## config.mk

```make
export PLATFORM = sky130hd
export DESIGN_NAME = multi_mode_crc_engine_core
export DESIGN_NICKNAME = d
export VERILOG_FILES = /design/src/sv/mmcrc_pkg.sv /design/src/sv/mmcrc_fold.sv /design/src/sv/multi_mode_crc_engine_core.sv
export SDC_FILE = /design/constraint.sdc
export NUM_CORES = 1
export LEC_CHECK = 0
export BUFFER_PORTS_ARGS = -buffer_cell sky130_fd_sc_hd__buf_4
export CAP_MARGIN = 20
export CORE_ASPECT_RATIO = 1.1
export CORE_UTILIZATION = 60
export CTS_BUF_LIST = sky130_fd_sc_hd__clkbuf_16
export DETAILED_ROUTE_END_ITERATION = 10
export GPL_TIMING_DRIVEN = 0
export PLACE_DENSITY = 0.8
export SETUP_SLACK_MARGIN = 0.2
export SYNTH_ARGS = -nofsm -noshare
export SYNTH_HDL_FRONTEND = slang
export SYNTH_SLANG_ARGS = --single-unit
```

## constraint.sdc

```tcl
create_clock -name clk_i -period 3.1 [get_ports clk_i]
set_input_delay 0.465 -clock clk_i [delete_from_list [all_inputs] [get_ports clk_i]]
set_output_delay 0.465 -clock clk_i [all_outputs]
set_load 0.02 [all_outputs]
```

## src/sv/mmcrc_pkg.sv

```systemverilog
// ----------------------------------------------------------------------------
// mmcrc_pkg: shared types and constants for the multi-mode CRC engine
// Kind codes, polynomials, init values and the per-byte fold functions.
// ----------------------------------------------------------------------------
package mmcrc_pkg;

  typedef enum logic [1:0] {
    KindNone  = 2'd0,
    KindCrc8  = 2'd1,
    KindCrc16 = 2'd2,
    KindCrc32 = 2'd3
  } crc_kind_e;

  localparam int unsigned AccWidth = 32;

  localparam logic [7:0]  Poly8     = 8'h07;
  localparam logic [15:0] Poly16    = 16'h1021;
  localparam logic [31:0] Poly32Ref = 32'hEDB88320;

  localparam logic [31:0] Init8  = 32'h0000_0000;
  localparam logic [31:0] Init16 = 32'h0000_FFFF;
  localparam logic [31:0] Init32 = 32'hFFFF_FFFF;
  localparam logic [31:0] Xor32  = 32'hFFFF_FFFF;

  // CRC-8, MSB first, one byte folded in
  function automatic logic [7:0] fold8(logic [7:0] acc, logic [7:0] data);
    logic [7:0] r;
    r = acc ^ data;
    for (int b = 0; b < 8; b++) begin
      r = r[7] ? ({r[6:0], 1'b0} ^ Poly8) : {r[6:0], 1'b0};
    end
    return r;
  endfunction

  // CRC-16 CCITT, MSB first, byte enters the top
  function automatic logic [15:0] fold16(logic [15:0] acc, logic [7:0] data);
    logic [15:0] r;
    r = acc ^ {data, 8'h00};
    for (int b = 0; b < 8; b++) begin
      r = r[15] ? ({r[14:0], 1'b0} ^ Poly16) : {r[14:0], 1'b0};
    end
    return r;
  endfunction

  // CRC-32 reflected, LSB first
  function automatic logic [31:0] fold32(logic [31:0] acc, logic [7:0] data);
    logic [31:0] r;
    r = acc ^ {24'h000000, data};
    for (int b = 0; b < 8; b++) begin
      r = r[0] ? ({1'b0, r[31:1]} ^ Poly32Ref) : {1'b0, r[31:1]};
    end
    return r;
  endfunction

endpackage

```

## src/sv/mmcrc_fold.sv

```systemverilog
// ----------------------------------------------------------------------------
// mmcrc_fold: per-byte CRC update
// Picks the start value, folds one byte by the selected kind and forms the
// finished CRC for the case where the byte closes the message.
// ----------------------------------------------------------------------------
module mmcrc_fold (
  input  mmcrc_pkg::crc_kind_e kind_i,
  input  logic                 in_msg_i,
  input  logic [31:0]          acc_i,
  input  logic [7:0]           data_byte_i,
  output logic [31:0]          acc_next_o,
  output logic [31:0]          crc_final_o
);

  logic [31:0] base;

  // start value: running CRC, or the kind's init on a first byte
  always_comb begin
    if (in_msg_i) begin
      base = acc_i;
    end else begin
      unique case (kind_i)
        mmcrc_pkg::KindCrc16: base = mmcrc_pkg::Init16;
        mmcrc_pkg::KindCrc32: base = mmcrc_pkg::Init32;
        default:              base = mmcrc_pkg::Init8;
      endcase
    end
  end

  // fold the byte in; narrow kinds truncate the accumulator first
  always_comb begin
    unique case (kind_i)
      mmcrc_pkg::KindCrc8:
        acc_next_o = {24'h000000, mmcrc_pkg::fold8(base[7:0], data_byte_i)};
      mmcrc_pkg::KindCrc16:
        acc_next_o = {16'h0000, mmcrc_pkg::fold16(base[15:0], data_byte_i)};
      mmcrc_pkg::KindCrc32:
        acc_next_o = mmcrc_pkg::fold32(base, data_byte_i);
      default:
        acc_next_o = base;
    endcase
  end

  // finished value: final xor for CRC-32, zero for no CRC
  always_comb begin
    unique case (kind_i)
      mmcrc_pkg::KindNone:  crc_final_o = '0;
      mmcrc_pkg::KindCrc32: crc_final_o = acc_next_o ^ mmcrc_pkg::Xor32;
      default:              crc_final_o = acc_next_o;
    endcase
  end

endmodule

```

## src/sv/multi_mode_crc_engine_core.sv

```systemverilog
// ----------------------------------------------------------------------------
// multi_mode_crc_engine_core: streaming CRC-8 / CRC-16 / CRC-32 engine
// Folds one message byte per cycle while not stalled into a running CRC and
// emits the finished CRC on the last byte of each message.
// ----------------------------------------------------------------------------
//  channel | direction | handshake             | word
//  --------+-----------+-----------------------+-----------------------------
//  in      | sink      | in_valid_i/in_stall_o | data_byte_i, last_byte_i
//  out     | source    | out_valid_o/out_stall_i | crc_value_o
//  cfg     | sink      | cfg_valid_i/cfg_ready_o | cfg_data_i (crc_kind)
//
// One byte is accepted per cycle unless in_stall_o is high; the fold is a
// single pass of XOR logic between the input register and the accumulator /
// result register; result valid is set as the last byte leaves the input stage.
// Reset clears the kind to none, the accumulator and the message flag.
// in_stall_o rises only when the input register holds a last byte while the
// result register is full and stalled; other bytes always drain.
// ----------------------------------------------------------------------------
module multi_mode_crc_engine_core (
  input  logic        clk_i,
  input  logic        rst_ni,
  // byte input
  input  logic        in_valid_i,
  output logic        in_stall_o,
  input  logic [7:0]  data_byte_i,
  input  logic        last_byte_i,
  // result output
  output logic        out_valid_o,
  input  logic        out_stall_i,
  output logic [31:0] crc_value_o,
  // configuration write
  input  logic        cfg_valid_i,
  output logic        cfg_ready_o,
  input  logic [1:0]  cfg_data_i
);

  mmcrc_pkg::crc_kind_e kind_q;

  logic        s1_valid_q, s1_valid_d;
  logic [7:0]  s1_byte_q;
  logic        s1_last_q;
  logic        s1_adv;
  logic        in_accept;

  logic [31:0] acc_q, acc_d;
  logic        msg_q, msg_d;
  logic [31:0] acc_next;
  logic [31:0] crc_final;

  logic        out_valid_q, out_valid_d;
  logic [31:0] out_crc_q;

  // configuration register, always ready
  assign cfg_ready_o = 1'b1;

  always_ff @(posedge clk_i or negedge rst_ni) begin
    if (!rst_ni) begin
      kind_q <= mmcrc_pkg::KindNone;
    end else if (cfg_valid_i && cfg_ready_o) begin
      kind_q <= mmcrc_pkg::crc_kind_e'(cfg_data_i);
    end
  end

  // input register handshake; only a last byte waits on the result register
  assign s1_adv     = s1_valid_q && (!s1_last_q || !out_valid_q || !out_stall_i);
  assign in_stall_o = s1_valid_q && !s1_adv;
  assign in_accept  = in_valid_i && !in_stall_o;

  always_comb begin
    s1_valid_d = s1_valid_q;
    if (in_accept) begin
      s1_valid_d = 1'b1;
    end else if (s1_adv) begin
      s1_valid_d = 1'b0;
    end
  end

  always_ff @(posedge clk_i or negedge rst_ni) begin
    if (!rst_ni) begin
      s1_valid_q <= 1'b0;
    end else begin
      s1_valid_q <= s1_valid_d;
    end
  end

  // input word payload
  always_ff @(posedge clk_i) begin
    if (in_accept) begin
      s1_byte_q <= data_byte_i;
      s1_last_q <= last_byte_i;
    end
  end

  // byte fold
  mmcrc_fold u_fold (
    .kind_i      (kind_q),
    .in_msg_i    (msg_q),
    .acc_i       (acc_q),
    .data_byte_i (s1_byte_q),
    .acc_next_o  (acc_next),
    .crc_final_o (crc_final)
  );

  // running CRC; cleared when a message closes
  always_comb begin
    acc_d = acc_q;
    msg_d = msg_q;
    if (s1_adv) begin
      if (s1_last_q) begin
        acc_d = '0;
        msg_d = 1'b0;
      end else begin
        acc_d = acc_next;
        msg_d = 1'b1;
      end
    end
  end

  always_ff @(posedge clk_i or negedge rst_ni) begin
    if (!rst_ni) begin
      acc_q <= '0;
      msg_q <= 1'b0;
    end else begin
      acc_q <= acc_d;
      msg_q <= msg_d;
    end
  end

  // result register
  always_comb begin
    out_valid_d = out_valid_q;
    if (s1_adv && s1_last_q) begin
      out_valid_d = 1'b1;
    end else if (out_valid_q && !out_stall_i) begin
      out_valid_d = 1'b0;
    end
  end

  always_ff @(posedge clk_i or negedge rst_ni) begin
    if (!rst_ni) begin
      out_valid_q <= 1'b0;
    end else begin
      out_valid_q <= out_valid_d;
    end
  end

  always_ff @(posedge clk_i) begin
    if (s1_adv && s1_last_q) begin
      out_crc_q <= crc_final;
    end
  end

  assign out_valid_o = out_valid_q;
  assign crc_value_o = out_crc_q;

  // checks
  a_stall_needs_word: assert property (@(posedge clk_i) disable iff (!rst_ni)
    in_stall_o |-> (s1_valid_q && s1_last_q && out_valid_q))
    else $error("input stalled without a blocked last byte");

  a_mid_msg_flag: assert property (@(posedge clk_i) disable iff (!rst_ni)
    (s1_adv && !s1_last_q) |=> msg_q)
    else $error("message flag not set after a middle byte");

  a_close_clears: assert property (@(posedge clk_i) disable iff (!rst_ni)
    (s1_adv && s1_last_q) |=> (!msg_q && acc_q == '0 && out_valid_q))
    else $error("message close did not re-arm or post a result");

  a_none_is_zero: assert property (@(posedge clk_i) disable iff (!rst_ni)
    (s1_adv && s1_last_q && kind_q == mmcrc_pkg::KindNone) |=> (out_crc_q == '0))
    else $error("no-CRC kind gave a non-zero result");

endmodule

```

==> results.py, run 1 <==
metrics = {
    "place": {
        "dp_slack_ps": -200,
        "dp_hpwl_mm": 12.7,
        "io_buffers": 49,
        "place_congestion": 1.04,
    },
    "floorplan": {
        "die_height_um": 104,
        "die_x_um": 94.9,
        "io_pins": 51,
        "fp-row-count": 36,
        "die_area_um2": 9880,
        "core_um2": 9050,
        "initial_core_util_pct": 62.9,
    },
    "synth": {
        "synth-simple-area-share_pct": 7.91,
        "synthMuxAreaShare_pct": 4.90,
        "synthAdderAreaFrac_pct": 0.879,
        "synth_top_area_cell": "edfxtp_1",
        "synth.net_count": 590,
        "syn_area_um2": 5690,
        "synth-compound-area-share_pct": 17.3,
        "yosysSeqAreaShare_pct": 37.9,
        "synth_edf_count": 41,
        "syn_area_per_cell_um2": 9.99,
        "ys_ff_latch": 78,
        "async_flop_share_pct": 47.4,
        "synth_top_family_by_area": "XOR/XNOR gates",
        "synth_top_area_share_pct": 21.6,
        "synth_area_leaders": "edfxtp_1, xnor2_1, dfrtp_1",
        "synth_warnings": 0,
        "yosys_most_used_dff": "edfxtp_1",
        "yosysUniqueCellTypes": 55,
        "synth_xor_xnor_area_share_pct": 25.8,
        "syn_inst": 570,
    },
    "clocking": {
        "clock_path_buffers": 2,
        "clk_latency_ps": 350,
        "cts_root_buf": "clkbuf_16",
        "cts_sinks": 78,
        "cts_tree": "built",
        "hold_buffers": 0,
        "htreeDepth": 3,
        "cts.clk_slew.worst_paths_ps": 70,
        "cts_inserted_buffers": 9,
    },
    "worst_setup_path": {
        "critPathMaxStageDelay_ps": 390,
        "setup.worst_path.class": "reg2reg",
        "worst_path_max_delay_cell": "dfrtp_1",
        "start_kind": "register",
        "crit_top_cell": "buf_6",
        "required_ps": 3200,
        "cp-end-kind": "register",
        "cp_cell_sequence": "inv_2 > ha_4 > buf_6 > or3_4 > buf_6 > o21a_4 > xnor2_4 > buf_12 > xor2_4 > o221ai_2 > a21oi_4 > mux2_4",
        "cp.arrival_ps": 3020,
        "r2r-start": "kind_q[0]$_DFFE_PN0P_",
        "critPathMaxFanout": 5,
        "cp-startpoint": "kind_q[0]$_DFFE_PN0P_",
    },
    "route": {
        "post_drt_wl_per_cell_um": 23.5,
        "wirelength_mm": 18.0,
        "drt_iter0_drc": 478,
        "drcViolationCount": 0,
        "num_vias": 4984,
        "first_pass_iters": 5,
        "ant_nets": 0,
        "viasPerCell": 6.50,
    },
    "global_routing": {
        "antenna_found_initial": 0,
        "grt_max_degree": 38,
        "grt_use_total_pct": 38.7,
        "grt_pass1_vias": 4814,
        "grt_pass1_wl_mm": 27.8,
        "grt_remaining_overflow": 0,
    },
    "sta": {
        "period_share_pct": 94.0,
        "tns_ps": 0,
        "finalHoldViolations": 0,
        "setup_slack_ps": 185,
        "rsz0062_at_grt": "yes",
        "finalSetupViolCount": 0,
        "final_max_slew_viol_count": 0,
        "clock_skew_ps": 7.10,
        "max_freq_ghz": 0.343,
        "tightest_slew_ps": 973,
        "period_minus_slack_ps": 2910,
        "slew_headroom_pct": 35.1,
    },
    "final_layout": {
        "fill_cells": 631,
        "drive_gt1_share_pct": 25.3,
        "final_common_cell": "xnor2_1",
        "seq_area_um2": 2160,
        "area_growth_pct": 20.1,
        "diodes": 0,
        "post-route-util_pct": 75.6,
        "multi_input_comb_area_um2": 3410,
        "final_cell_mix": "xnor2_1, buf_4, nand2_1, edfxtp_1, dfrtp_1",
        "nNetsFinal": 668,
    },
    "outcome": {
        "status": "completed",
    },
    "run": {
        "maxCapViolCount": 0,
    },
    "power_and_ir_drop": {
        "ir_drop_mv": 0.430,
        "power.density_nw_per_um2": 777,
        "leakage_nw": 2.75,
    },
    "worst_hold_path": {
        "hp-class": "in2async",
    },
}
## critical path: cells and delay by family, from the launching register on
family                     cells  cell delay (ps)
xor gates and xnor gates       2              410
buffers and inverters          4              470
muxes                          1              320
DFF                            1              390
AOI/OAI and AO/OA              3              540
and+or+nand+nor                1              370
adders and majority gates      1              150
## timing repair
item / 4_1_cts / 5_1_grt
endpoints found under the setup margin: 21 / 19
resized for setup: 18 / 21
pin swaps: 5 / 10
setup buffers: 7 / 11
## layer usage
metal	track usage, %	routed length [µm]
met1	49.0	6740
met2	59.0	8240
met3	9.06	1840
met4	23.7	1190
met5	0	0
## flip-flops by register name, summed over array words and instances (netlist names)
| register | flops |
|---|---|
| crc_value_o | 32 |
| s1_last_q | 1 |
| msg_q | 1 |
| s1_valid_q | 1 |
| kind_q | 2 |
| out_valid_o | 1 |
| acc_q | 32 |
| s1_byte_q | 8 |
## worst paths after layout
| kind | to | slack [ps] | cells after the start |
|---|---|---|---|
| max in group asynchronous | acc_q[4]$_DFFE_PN0P_ | 2650 | 1 |
| min | acc_q[17]$_DFFE_PN0P_ | 80 | 1 |
| min in group clk_i | s1_byte_q[2]$_DFFE_PP_ | 290 | 1 |
| min reg2reg | acc_q[26]$_DFFE_PN0P_ | 520 | 2 |
| max reg2reg | crc_value_o[5]$_DFFE_PP_ | 190 | 12 |
| max | crc_value_o[5]$_DFFE_PP_ | 190 | 12 |
## logic make-up (layout without fill, tap and decap cells)
kind of cell | count (synthesis) | after routing
flops | 78 | 78
mux | 25 | 25
simple gates | 102 | 102
xor+xnor | 152 | 152
fa+ha+maj | 4 | 4
buf+inv | 66 | 149
other cells | 1 | 1
compound gates | 142 | 142
## report_power, final
| group | total, W | internal (W) | leakage (nW) | switching [W] |
|---|---|---|---|---|
| Combinational | 0.00289 | 0.00129 | 1.72 | 0.00161 |
| Clock | 0.00108 | 0.000626 | 0.143 | 0.000458 |
| Sequential | 0.00133 | 0.00125 | 0.888 | 0.0000898 |
## final cells by class
| cell class | instances | area share, % |
|---|---|---|
| inverters | 13 | 0.732 |
| clock inverters | 7 | 1.10 |
| repair buffers | 67 | 7.53 |
| plain buffers | 53 | 3.91 |
| clock buffers | 9 | 3.29 |
| multi-input cells | 426 | 49.8 |
| flip-flops and latches | 78 | 31.5 |
| well taps | 114 | 2.08 |
## cell usage after synthesis, types with 8 or more instances
master,number
xor2_1,34
a21oi_1,28
clkbuf_1,26
xnor2_1,106
o21ai_0,26
a22oi_1,8
o22ai_1,18
nand2_1,41
buf_2,17
nor2_1,32
mux2_2,23
a22o_1,23
edfxtp_1,41
inv_1,11
dfrtp_1,37
## through the flow
step / cell area (µm²) / hold WS, ps / total power, W / cells
2_1_floorplan: 5690 / 169 / 0.00330 / 570
3_3_place_gp: 6200 / 467 / 0.00384 / 733
3_5_place_dp: 6210 / 473 / 0.00390 / 733
4_1_cts: 6670 / 113 / 0.00512 / 756
5_1_grt: 6840 / 130 / 0.00554 / 767
6_report: 6840 / 77.3 / 0.00531 / 767
Power figures use the tool's default switching activity.
==> run 2: changes to the inputs <==
--- a/config.mk
+++ b/config.mk
@@ -7,12 +7,14 @@
 export LEC_CHECK = 0
 export BUFFER_PORTS_ARGS = -buffer_cell sky130_fd_sc_hd__buf_4
 export CAP_MARGIN = 20
+export CELL_PAD_IN_SITES_DETAIL_PLACEMENT = 2
+export CELL_PAD_IN_SITES_GLOBAL_PLACEMENT = 2
 export CORE_ASPECT_RATIO = 1.1
-export CORE_UTILIZATION = 60
+export CORE_UTILIZATION = 39
 export CTS_BUF_LIST = sky130_fd_sc_hd__clkbuf_16
 export DETAILED_ROUTE_END_ITERATION = 10
 export GPL_TIMING_DRIVEN = 0
-export PLACE_DENSITY = 0.8
+export PLACE_DENSITY_LB_ADDON = 0.1
 export SETUP_SLACK_MARGIN = 0.2
 export SYNTH_ARGS = -nofsm -noshare
 export SYNTH_HDL_FRONTEND = slang
==> results.py, run 2 (synthesized netlist as in run 1, its figures left out) <==
metrics = {
    "worst_setup_path": {
        "start_kind": "register",
        "cp.arrival_ps": 3060,
        "reg2reg_slack_ps": 160,
        "required_ps": 3220,
        "cp-end-kind": "register",
        "setup.worst_path.class": "reg2reg",
        "critPathMaxFanout": 7,
    },
    "floorplan": {
        "initial_core_util_pct": 40.6,
        "die_x_um": 117,
        "die_height_um": 129,
        "die_area_um2": 15100,
        "core_um2": 14000,
        "io_pins": 51,
        "fp-row-count": 45,
    },
    "place": {
        "io_buffers": 49,
        "dpl-instance-area_um2": 6300,
        "dp_hpwl_mm": 16.1,
        "dp_slack_ps": -262,
        "place_congestion": 0.922,
    },
    "power_and_ir_drop": {
        "leakage_nw": 2.84,
        "power.density_nw_per_um2": 800,
        "ir_drop_mv": 0.318,
        "power_w": 0.00572,
    },
    "clocking": {
        "cts_sinks": 78,
        "hold_buffers": 0,
        "cts_tree": "built",
        "cts_root_buf": "clkbuf_16",
        "cts.clk_slew.worst_paths_ps": 70,
        "clk_latency_ps": 370,
        "htreeDepth": 3,
        "clock_path_buffers": 2,
        "cts_inserted_buffers": 9,
    },
    "global_routing": {
        "grt_remaining_overflow": 0,
        "antenna_found_initial": 0,
        "grt_use_total_pct": 32.0,
        "grt_pass1_wl_mm": 34.1,
        "grt_max_degree": 38,
        "grt_pass1_vias": 5506,
    },
    "final_layout": {
        "drive_gt1_share_pct": 28.8,
        "diodes": 0,
        "final_cell_mix": "xnor2_1, buf_4, edfxtp_1, nand2_1, dfrtp_1",
        "final_common_cell": "xnor2_1",
        "design_area_um2": 7140,
        "area_growth_pct": 25.5,
        "nNetsFinal": 672,
    },
    "sta": {
        "finalHoldViolations": 0,
        "setup_slack_ps": 162,
        "clock_skew_ps": 8.80,
        "tightest_slew_ps": 971,
        "whs_ps": 71.3,
        "period_share_pct": 94.8,
        "slew_headroom_pct": 35.2,
        "period_minus_slack_ps": 2940,
        "finalSetupViolCount": 0,
        "rsz0062_at_grt": "no",
        "final_max_slew_viol_count": 0,
        "max_freq_ghz": 0.340,
    },
    "route": {
        "ant_nets": 0,
        "post_drt_wl_per_cell_um": 27.7,
        "viasPerCell": 5.94,
        "first_pass_iters": 5,
        "drt_iter0_drc": 315,
        "num_vias": 5022,
        "drcViolationCount": 0,
        "wirelength_mm": 23.4,
    },
    "worst_hold_path": {
        "hp-class": "in2async",
    },
    "run": {
        "maxCapViolCount": 0,
    },
    "outcome": {
        "status": "completed",
    },
}
-- run 2: through the flow --
stage	TNS, ps	util (%)	std cells
after floorplan	0	-	570
after global routing	0	51.0	845
final	0	51.0	845
after CTS	0	49.3	835
after global placement	-1160	44.9	807
after detailed placement	-2050	44.9	807
-- run 2: layout make-up --
class / count / area, µm²
Clock inverter: 7 / 80.1
Inverter: 13 / 53.8
Clock buffer: 9 / 225
Multi-Input combinational cell: 426 / 3540
Fill cell: 1402 / 6880
Tap cell: 188 / 235
Timing Repair Buffer: 71 / 569
Buffer: 53 / 280
Sequential cell: 78 / 2160
-- run 2: report_power, final --
| group | switching (W) | leakage (nW) | internal [W] | total, W |
|---|---|---|---|---|
| Combinational | 0.00185 | 1.81 | 0.00138 | 0.00323 |
| Clock | 0.000510 | 0.148 | 0.000636 | 0.00115 |
| Sequential | 0.0000952 | 0.887 | 0.00124 | 0.00134 |
| Total | 0.00246 | 2.84 | 0.00326 | 0.00572 |
-- run 2: metal layers --
| layer | vias to the layer above | routed length [µm] | global-route usage, % |
|---|---|---|---|
| li1 | 2159 | - | - |
| met1 | 2577 | 9070 | 37.3 |
| met2 | 204 | 11800 | 54.5 |
| met3 | 82 | 1250 | 5.79 |
| met4 | 0 | 1260 | 19.0 |
| met5 | - | 0 | 0 |
-- run 2: worst paths after layout --
| kind | to | from | cells past startpoint |
|---|---|---|---|
| worst min register to register | acc_q[25]$_DFFE_PN0P_ | acc_q[25]$_DFFE_PN0P_ | 1 |
| min in group clk_i | s1_byte_q[1]$_DFFE_PP_ | data_byte_i[1] | 1 |
| worst max-delay path | crc_value_o[0]$_DFFE_PP_ | kind_q[0]$_DFFE_PN0P_ | 12 |
| worst max register to register | crc_value_o[0]$_DFFE_PP_ | kind_q[0]$_DFFE_PN0P_ | 12 |
| max in group asynchronous | acc_q[1]$_DFFE_PN0P_ | rst_ni | 1 |
| worst min-delay path | acc_q[4]$_DFFE_PN0P_ | rst_ni | 1 |
-- run 2: repair_timing --
action,CTS,global route
pin swaps,6,12
gates resized for setup,32,39
endpoints found under the setup margin,37,25
setup buffers,12,10
-- run 2: critical path, cell delays in order (launching register included) --
cell	delay [ps]
dfrtp_1	390
inv_2	80
ha_4	160
buf_6	110
buf_6	130
nor3_4	230
buf_4	190
nor2_1	70
xnor2_2	220
xnor2_1	100
a222oi_1	480
o22ai_1	200
mux2_2	310
==> run 3: changes to the inputs <==
--- a/config.mk
+++ b/config.mk
@@ -5,13 +5,13 @@
 export SDC_FILE = /design/constraint.sdc
 export NUM_CORES = 1
 export LEC_CHECK = 0
+export ABC_AREA = 1
 export BUFFER_PORTS_ARGS = -buffer_cell sky130_fd_sc_hd__buf_4
 export CAP_MARGIN = 20
 export CELL_PAD_IN_SITES_DETAIL_PLACEMENT = 2
 export CELL_PAD_IN_SITES_GLOBAL_PLACEMENT = 2
 export CORE_ASPECT_RATIO = 1.1
-export CORE_UTILIZATION = 39
-export CTS_BUF_LIST = sky130_fd_sc_hd__clkbuf_16
+export CORE_UTILIZATION = 34
 export DETAILED_ROUTE_END_ITERATION = 10
 export GPL_TIMING_DRIVEN = 0
 export PLACE_DENSITY_LB_ADDON = 0.1
==> results.py, run 3 <==
metrics = {
    "route": {
        "drcViolationCount": 0,
        "ant_nets": 0,
        "wirelength_mm": 27.0,
        "post_drt_wl_per_cell_um": 23.6,
        "first_pass_iters": 4,
        "viasPerCell": 5.48,
        "num_vias": 6261,
        "drt_iter0_drc": 239,
    },
    "final_layout": {
        "finalNonFillerCells": 1143,
        "nNetsFinal": 954,
        "drive_gt1_share_pct": 16.9,
        "final_common_cell": "nand2_1",
        "area_growth_pct": 20.1,
        "final_cell_mix": "nand2_1, nand3_1, inv_1, buf_4, edfxtp_1",
        "diodes": 0,
    },
    "run": {
        "maxCapViolCount": 0,
    },
    "global_routing": {
        "antenna_found_initial": 0,
        "grt_use_total_pct": 31.5,
        "grt_pass1_vias": 6949,
        "grt_max_degree": 38,
        "grt_pass1_wl_mm": 40.4,
        "grt_remaining_overflow": 0,
    },
    "sta": {
        "setup_slack_ps": 241,
        "finalSetupViolCount": 0,
        "period_share_pct": 92.2,
        "clock_skew_ps": 10.9,
        "max_freq_ghz": 0.350,
        "tightest_slew_ps": 989,
        "period_minus_slack_ps": 2860,
        "slew_headroom_pct": 33.8,
        "final_max_slew_viol_count": 0,
        "finalHoldViolations": 0,
        "rsz0062_at_grt": "yes",
    },
    "power_and_ir_drop": {
        "leakage_nw": 3.48,
        "p_comb_share_pct": 48.9,
        "clockPowerShare_pct": 23.6,
        "switching_share_pct": 46.7,
        "power_w": 0.00474,
        "p_seq_share_pct": 27.5,
        "p_int_w": 0.00253,
        "ir_drop_mv": 0.314,
        "switching_power_w": 0.00222,
        "power.density_nw_per_um2": 680,
    },
    "synth": {
        "syn_inst": 866,
        "yosysUniqueCellTypes": 36,
        "syn_area_per_cell_um2": 6.71,
        "synth.net_count": 886,
        "synth_most_common_cell": "nand2_1",
        "async_flop_share_pct": 47.4,
        "yosysSeqAreaShare_pct": 37.1,
        "synth_area_leaders": "nand2_1, edfxtp_1, dfrtp_1",
        "yosys_most_used_dff": "edfxtp_1",
        "synth_top_area_cell": "nand2_1",
        "synth_edf_count": 41,
        "synth_commonest_cells": "nand2_1, nand3_1, inv_1",
        "synth_top_area_share_pct": 26.3,
        "syn_area_um2": 5810,
        "ys_ff_latch": 78,
        "synth_warnings": 0,
    },
    "floorplan": {
        "fp-row-count": 49,
        "core_um2": 16600,
        "die_height_um": 139,
        "die_area_um2": 17600,
        "io_pins": 51,
        "initial_core_util_pct": 35.1,
        "die_x_um": 127,
    },
    "worst_setup_path": {
        "critical_path.top_delay_family": "simple AND/OR/NAND/NOR gates",
        "setup.worst_path.class": "reg2reg",
        "cp-end-kind": "register",
        "start_kind": "register",
        "required_ps": 3210,
        "reg2reg_slack_ps": 240,
        "critPathMaxStageDelay_ps": 410,
        "reg2reg_depth": 16,
        "crit_top_cell": "nand2_1",
        "worst_path_max_delay_cell": "dfrtp_1",
        "r2r-start": "kind_q[0]$_DFFE_PN0P_",
        "critPathMaxFanout": 10,
        "cp_cell_sequence": "inv_1 > ha_2 > inv_4 > nand2_8 > buf_4 > nand2_2 > xor2_2 > nand2_1 > nand2_1 > nand2_1 > nand3_1 > nand2_1 > nand2_1 > nand2_1 > nand2_1 > nand2_1",
        "cp.arrival_ps": 2970,
        "critPathBufInv": 3,
        "worstReg2RegEnd": "crc_value_o[7]$_DFFE_PP_",
    },
    "worst_hold_path": {
        "hp-class": "in2async",
    },
    "place": {
        "dp_slack_ps": -230,
        "dp_cells": 1120,
        "dp_hpwl_mm": 20.8,
        "place_congestion": 0.967,
        "io_buffers": 49,
    },
    "clocking": {
        "cts.clk_slew.worst_paths_ps": 60,
        "hold_buffers": 0,
        "cts_inserted_buffers": 9,
        "htreeDepth": 3,
        "cts_root_buf": "clkbuf_16",
        "cts_sinks": 78,
        "clock_path_buffers": 2,
        "cts_tree": "built",
        "clk_latency_ps": 360,
    },
    "outcome": {
        "status": "completed",
    },
}
-- run 3: power groups by stage --
stage | clock network (W) | logic [W] | registers (W)
finish | 0.00112 | 0.00232 | 0.00130
global route | 0.00116 | 0.00250 | 0.00131
CTS | 0.00113 | 0.00224 | 0.00130
detailed placement | 0 | 0.00218 | 0.00132
global placement | 0 | 0.00205 | 0.00131
floorplan | 0 | 0.00136 | 0.00135
-- run 3: logic make-up (layout without fill, tap and decap cells) --
| logic type | Yosys count | after routing | share of synthesized area, % |
|---|---|---|---|
| other cells | 1 | 1 | 0.0646 |
| xor+xnor | 28 | 28 | 4.35 |
| buf+inv | 99 | 172 | 7.34 |
| fa+ha+maj | 4 | 4 | 0.862 |
| simple gates | 585 | 585 | 43.4 |
| compound gates | 71 | 71 | 6.85 |
| flops | 78 | 78 | 37.1 |
-- run 3: what timing repair did --
item / CTS / global route
setup buffers: 1 / 6
pin swaps: 2 / 6
setup endpoints to repair: 44 / 30
resized for setup: 20 / 22
-- run 3: per-layer routing --
| metal | up-vias | share of wire (%) | global-route usage [%] |
|---|---|---|---|
| met3 | 75 | 4.0 | 4.55 |
| met1 | 3112 | 38 | 34.1 |
| li1 | 2905 | - | - |
| met2 | 169 | 52 | 56.8 |
| met4 | 0 | 6.2 | 20.7 |
| met5 | - | 0 | 0 |
-- run 3: worst max-delay path by stage --
stage,start,end,depth (start not counted)
global placement,kind_q[0]$_DFFE_PN0P_,crc_value_o[14]$_DFFE_PP_,17
floorplan,kind_q[0]$_DFFE_PN0P_,crc_value_o[7]$_DFFE_PP_,16
detailed placement,kind_q[0]$_DFFE_PN0P_,crc_value_o[14]$_DFFE_PP_,17
global route,kind_q[0]$_DFFE_PN0P_,crc_value_o[7]$_DFFE_PP_,16
finish,kind_q[0]$_DFFE_PN0P_,crc_value_o[7]$_DFFE_PP_,16
CTS,kind_q[0]$_DFFE_PN0P_,crc_value_o[14]$_DFFE_PP_,19
-- run 3: stage by stage --
stage	instance area (µm²)	setup TNS, ps	utilization, %	hold slack, ps
after floorplan	5810	0	-	169
after global placement	6430	-63.0	38.9	462
after detailed placement	6460	-323	39.0	474
after CTS	6840	0	41.3	98.5
after global routing	6980	0	42.1	119
final	6980	0	42.1	84.1
-- run 3: layout make-up --
class	instances	area [µm²]
Sequential cell	78	2160
Timing Repair Buffer	57	448
Clock inverter	6	71.3
Multi-Input combinational cell	689	3380
Tap cell	204	255
Fill cell	1991	9580
Inverter	71	272
Buffer	28	168
Clock buffer	10	229
